[src/hw/rtl/ramt_pkg.sv]
// Shared types and constants for the range-add / range-maximum tree.
`timescale 1ns / 1ps
package ramt_pkg;

  localparam int LEAVES_DEF     = 1024;
  localparam int VALUE_BITS_DEF = 32;
  localparam int POS_BITS       = 11;
  localparam int AMT_BITS       = 16;
  localparam int OUT_BITS       = 32;

  localparam logic KIND_ADD   = 1'b0;
  localparam logic KIND_QUERY = 1'b1;

  typedef enum logic [3:0] {
    ST_CLEAR,
    ST_IDLE,
    ST_VISIT,
    ST_COV,
    ST_PD0,
    ST_PD1,
    ST_PD2,
    ST_RET,
    ST_PU0,
    ST_PU1,
    ST_FIN,
    ST_OUT
  } state_t;

  typedef struct packed {
    logic load_item;
    logic load_cfg;
    logic clr_step;
    logic node_rd;
    logic cov_upd;
    logic pd0;
    logic pd1;
    logic pd2;
    logic ret_right;
    logic ret_pop;
    logic pu0;
    logic pu1;
    logic root_rd;
    logic res_acc;
    logic res_rd;
    logic out_load;
  } cmd_t;

  typedef struct packed {
    logic disjoint;
    logic covered;
    logic clr_last;
    logic sp_zero;
    logic top_phase;
    logic is_query;
  } stat_t;

endpackage

[src/hw/rtl/ramt_ctrl.sv]
// Sequencer for the tree walk, clearing pass and result handshake.
`timescale 1ns / 1ps
module ramt_ctrl (
  input  logic           clk,
  input  logic           rst_n,
  input  logic           in_valid,
  output logic           in_stall,
  output logic           out_valid,
  input  logic           out_stall,
  input  logic           cfg_valid,
  output logic           cfg_ready,
  input  ramt_pkg::stat_t stat,
  output ramt_pkg::cmd_t  cmd
);

  ramt_pkg::state_t state_r, state_nxt;
  logic             out_valid_r, out_valid_nxt;

  always_ff @(posedge clk) begin
    if (!rst_n) begin
      state_r     <= ramt_pkg::ST_CLEAR;
      out_valid_r <= 1'b0;
    end else begin
      state_r     <= state_nxt;
      out_valid_r <= out_valid_nxt;
    end
  end

  always_comb begin
    cmd       = '0;
    state_nxt = state_r;
    in_stall  = 1'b1;
    cfg_ready = 1'b0;
    unique case (state_r)
      ramt_pkg::ST_CLEAR: begin
        cmd.clr_step = 1'b1;
        if (stat.clr_last) state_nxt = ramt_pkg::ST_IDLE;
      end
      ramt_pkg::ST_IDLE: begin
        cfg_ready = 1'b1;
        in_stall  = cfg_valid;
        if (cfg_valid) begin
          cmd.load_cfg = 1'b1;
          state_nxt    = ramt_pkg::ST_CLEAR;
        end else if (in_valid) begin
          cmd.load_item = 1'b1;
          state_nxt     = ramt_pkg::ST_VISIT;
        end
      end
      ramt_pkg::ST_VISIT: begin
        if (stat.disjoint) begin
          state_nxt = ramt_pkg::ST_RET;
        end else if (stat.covered) begin
          cmd.node_rd = 1'b1;
          state_nxt   = ramt_pkg::ST_COV;
        end else begin
          cmd.node_rd = 1'b1;
          state_nxt   = ramt_pkg::ST_PD0;
        end
      end
      ramt_pkg::ST_COV: begin
        cmd.cov_upd = 1'b1;
        state_nxt   = ramt_pkg::ST_RET;
      end
      ramt_pkg::ST_PD0: begin
        cmd.pd0   = 1'b1;
        state_nxt = ramt_pkg::ST_PD1;
      end
      ramt_pkg::ST_PD1: begin
        cmd.pd1   = 1'b1;
        state_nxt = ramt_pkg::ST_PD2;
      end
      ramt_pkg::ST_PD2: begin
        cmd.pd2   = 1'b1;
        state_nxt = ramt_pkg::ST_VISIT;
      end
      ramt_pkg::ST_RET: begin
        if (stat.sp_zero) begin
          if (stat.is_query) begin
            cmd.res_acc = 1'b1;
            state_nxt   = ramt_pkg::ST_OUT;
          end else begin
            cmd.root_rd = 1'b1;
            state_nxt   = ramt_pkg::ST_FIN;
          end
        end else if (!stat.top_phase) begin
          cmd.ret_right = 1'b1;
          state_nxt     = ramt_pkg::ST_VISIT;
        end else begin
          cmd.ret_pop = 1'b1;
          state_nxt   = stat.is_query ? ramt_pkg::ST_RET : ramt_pkg::ST_PU0;
        end
      end
      ramt_pkg::ST_PU0: begin
        cmd.pu0   = 1'b1;
        state_nxt = ramt_pkg::ST_PU1;
      end
      ramt_pkg::ST_PU1: begin
        cmd.pu1   = 1'b1;
        state_nxt = ramt_pkg::ST_RET;
      end
      ramt_pkg::ST_FIN: begin
        cmd.res_rd = 1'b1;
        state_nxt  = ramt_pkg::ST_OUT;
      end
      ramt_pkg::ST_OUT: begin
        if (!out_valid_r || !out_stall) begin
          cmd.out_load = 1'b1;
          state_nxt    = ramt_pkg::ST_IDLE;
        end
      end
      default: state_nxt = ramt_pkg::ST_CLEAR;
    endcase
    out_valid_nxt = cmd.out_load | (out_valid_r & out_stall);
  end

  assign out_valid = out_valid_r;

endmodule

[config.mk]
export PLATFORM = sky130hd
export DESIGN_NAME = ramt_ctrl
export DESIGN_NICKNAME = d
export VERILOG_FILES = /design/src/hw/rtl/ramt_pkg.sv /design/src/hw/rtl/ramt_ctrl.sv
export SDC_FILE = /design/constraint.sdc
export NUM_CORES = 1
export LEC_CHECK = 0
export BUFFER_PORTS_ARGS = -buffer_cell sky130_fd_sc_hd__buf_2
export CAP_MARGIN = 25
export CORE_AREA = 2 2 39 41
export DETAILED_ROUTE_END_ITERATION = 8
export DIE_AREA = 0 0 41 43
export PLACE_DENSITY = 0.72
export SYNTH_ARGS = -nofsm -noshare
export SYNTH_HDL_FRONTEND = slang
export SYNTH_SLANG_ARGS = --single-unit
[constraint.sdc]
create_clock -name clk -period 3.16 [get_ports clk]
set_input_delay 0.316 -clock clk [delete_from_list [all_inputs] [get_ports clk]]
set_output_delay 0.316 -clock clk [all_outputs]
set_load 0.03 [all_outputs]
Yosys cells after proc, flatten, opt, wreduce, memory -nomap -nowiden
Index checks and enable logic that the tools add are counted.

word-level totals
  input port bits = 11
  bits in registers = 5
  word-level logic and storage cells = 61
  output and inout bits = 19

operators by class
  reductions and logical operators = 6
  mux-type cells = 37
  bitwise gates (word level) = 2
  eq/ne operators = 14

operators with widths
  kind                                                                   number
  4-bit case mux with 11 select lines                                    1
  4-bit two-way mux                                                      8
  1-bit two-way mux                                                      22
  4-bit by 3-bit equality test with 1-bit output, second input constant  4
  4-bit equality test, second input constant                             4
  2-bit two-way mux                                                      5
  4-bit by 2-bit equality test with 1-bit output, second input constant  2
  4-bit by 1-bit equality test with 1-bit output, second input constant  1
  4-bit zero test                                                        1
  2-bit inequality test, second input constant                           2
  3-bit two-way mux                                                      1
  3-bit inequality test, second input constant                           1
  3-bit AND reduction                                                    1
  1-bit zero test                                                        2
  2-bit OR reduction                                                     1
  1-bit bitwise AND                                                      1
  1-bit logical OR                                                       1
  1-bit bitwise OR                                                       1

Logic depth before layout (Yosys ltp)
  word-level depth = 5
  gate-level depth with buffers = 5
  gate-level depth less buffers = 4

Least setup slack after synthesis
Ideal clock, no wire load.

  path kind = flip-flop to output port
  start point = register state_r[3]
  end point = output port cmd[15] in the netlist's numbering
  stages on the path, launching flop included = 5
  data required time = 2844 ps
  path buffers = 1
  slack = 1346 ps
  arrival time = 1498 ps
  cells stage by stage = dfxtp_1 -> or2_1 -> buf_6 -> or3_4 -> nor2_1

RTL lines
  what                      RTL line         RTL
  start: declaration        ramt_ctrl.sv:16  ramt_pkg::state_t state_r, state_nxt;
  start signal: assignment  ramt_ctrl.sv:21  state_r <= ramt_pkg::ST_CLEAR;
  start signal: assignment  ramt_ctrl.sv:24  state_r <= state_nxt;
  end: declaration          ramt_ctrl.sv:13  output ramt_pkg::cmd_t cmd

==> metrics.cfg <==
[route]
first_iter_violations = 19
antenna_left = 0
dr.pass1.iters = 4
routed_wl_microns = 1310
drc_errors = 0
vias = 620
vias_per_cell = 5.21
wl_per_cell_microns = 11.0

[timing]
setup_viol = 0
fin_tns_setup_ns = 0
relSlewSlack_pct = 62.4
fin_skew_ns = 0.00389
drv_slew = 0
hold_viol = 0
fin_crit_sh_pct = 67.3
worstMarginPinSlew_ns = 0.564
period_minus_slack_ns = 2.13
rsz0062_at_grt = false
max_freq_mhz = 470

[clock_network]
path_clk_slew_ns = 0.04
htree_levels = 1
clockRootBuffer = clkbuf_4
clock-sinks = 5
cts_resized = 0
ctsHoldBuffers = 0
clk_latency_ns = 0.25
cts_tree = built
cts_buffer_depth = 2
tritoncts.num_buffers = 3
postCtsSetupBuffers = 0

[layout]
synthToLayoutAreaGrowth_pct = 31.1
diodes = 0
nFillCells = 141
layout_commonest_cell = buf_2
layout_common_cells = 29 x buf_2, 15 x nor2_1, 7 x nor3_1
multi_input_area_sq_um = 372
nets = 115
final_cell_area_sq_um = 674
fin_cells = 119
seqCellArea_sq_um = 100
drive_gt1_share_pct = 34.0
final_util_pct = 48.7

[die]
start_util_pct = 37.2
die_h_microns = 43
fp-row-count = 14
ios = 30
die_w_microns = 41
design.die.area_sq_um = 1760
core_sq_um = 1380

[logic_synthesis]
syn_nets = 86
syn_area_per_cell_sq_um = 6.86
synth_area_leaders = dfxtp_1 19%, nor2_1 11%, nor3_1 6.8%
netlist_instances = 75
yosysTopAreaCell = dfxtp_1
netlist_area_sq_um = 514
synth_top_area_share_pct = 19.5
synth_cell_types = 29
ys_warn_count = 0
yosysSeqAreaShare_pct = 19.5
synth-seq-cells = 5

[power]
power_density_nw_per_um2 = 389
ir_drop_v = 0.000228
power.leakage_nw = 0.320
power_w = 0.000263

[global_route]
grt_max_degree = 17
grtUsageTotal_pct = 16.2
grt_overflow = 0
grt_pass1_wl_microns = 1920
antenna_found_initial = 0
grt_pass1_vias = 464

[worst_setup_path]
worstSetupStartpointType = flip-flop
required_ns = 2.84
cp_cell_sequence = nand2b_1 > or3_4 > nor2_1 > buf_2
r2r_slack_ns = 1.64
arrival_ns = 1.81
slowest_delay_ns = 0.67
cp-end-kind = output port
cp_max_fo = 16
worst_path_max_delay_cell = dfxtp_1
crit_type = flip-flop to output port

[flow_run]
drv_cap = 0

[placed_design]
dp_hpwl_microns = 1010
placed_area_sq_um = 648
dpl.cell_count = 115
finalWeightedCongestion = 0.843
portBuffers = 29

[status]
status = complete, no violations

[hold_path]
hp-class = input pin to flip-flop

[critical path, delay by kind of cell (launching register included)]
kind                   cells  cell delay (ns)
AND/OR/NAND/NOR            3             0.70
flip-flops                 1             0.67
buffers and inverters      1             0.20
[power breakdown]
group	internal [W]	switching, W
clock	0.0000479	0.0000292
sequential	0.0000681	0.0000191
combinational	0.0000368	0.0000615
[metal layers]
layer  routed length, microns  global-route usage, %  up-vias  share of wire, %
met5                        0                      0        -                 0
met4                        0                   6.00        0                 0
met3                       95                   6.28        0               7.3
met2                      618                   21.9       22                47
met1                      592                   22.5      273                45
li1                         -                      -      325                 -
[per-stage QoR]
step                setup slack [ns]  hold WS [ns]
floorplan                       1.35         0.449
global placement                1.36         0.532
detailed placement              1.32         0.537
CTS                             1.03         0.336
global route                   0.881         0.345
finish                          1.03         0.342
[flip-flops by register name, summed over array words and instances (netlist names)]
signal / flops
state_r: 4
out_valid: 1
[Yosys cell counts]
| cell | number |
|---|---|
| dfxtp_1 | 5 |
| o21ai_0 | 2 |
| inv_1 | 3 |
| nor4_1 | 1 |
| nor3b_1 | 1 |
| nand2_1 | 5 |
| o31ai_1 | 1 |
| nor3_1 | 7 |
| nand2b_1 | 5 |
| nor4_2 | 1 |
| and2_1 | 1 |
| a21oi_1 | 5 |
| or2_1 | 1 |
| o22ai_1 | 1 |
| o41ai_4 | 1 |
| o211ai_1 | 1 |
| a31oi_1 | 1 |
| a21boi_0 | 1 |
| o2111ai_1 | 1 |
| nor2_1 | 15 |
| o21ai_1 | 1 |
| buf_2 | 4 |
| a22o_1 | 1 |
| o21a_1 | 1 |
| and3_1 | 2 |
| a21boi_1 | 3 |
| nand4b_1 | 2 |
| buf_6 | 1 |
| or3_4 | 1 |
[worst paths after layout]
kind                                  from          to  cells past startpoint
worst min register to register   out_valid   out_valid                      2
worst min-delay path                 rst_n  state_r[3]                      2
worst max register to register  state_r[0]  state_r[3]                      4
worst max-delay path            state_r[0]     cmd[15]                      4
[cells by family (layout without fill, tap and decap cells)]
kind of cell,Yosys count,count (layout),share of synthesized area (%)
buffers and inverters,8,36,8.27
DFF,5,5,19.5
and+or+nand+nor,42,42,43.1
AOI/OAI and AO/OA,20,20,29.2
[final cells by class]
class	count	share of cell area, %
multi-input cells	62	55.1
repair buffers	29	21.5
flip-flops and latches	5	14.8
clock buffers	4	3.90
well taps	16	2.97
inverters	3	1.67
Note: power is estimated with default switching activity, not from simulation.
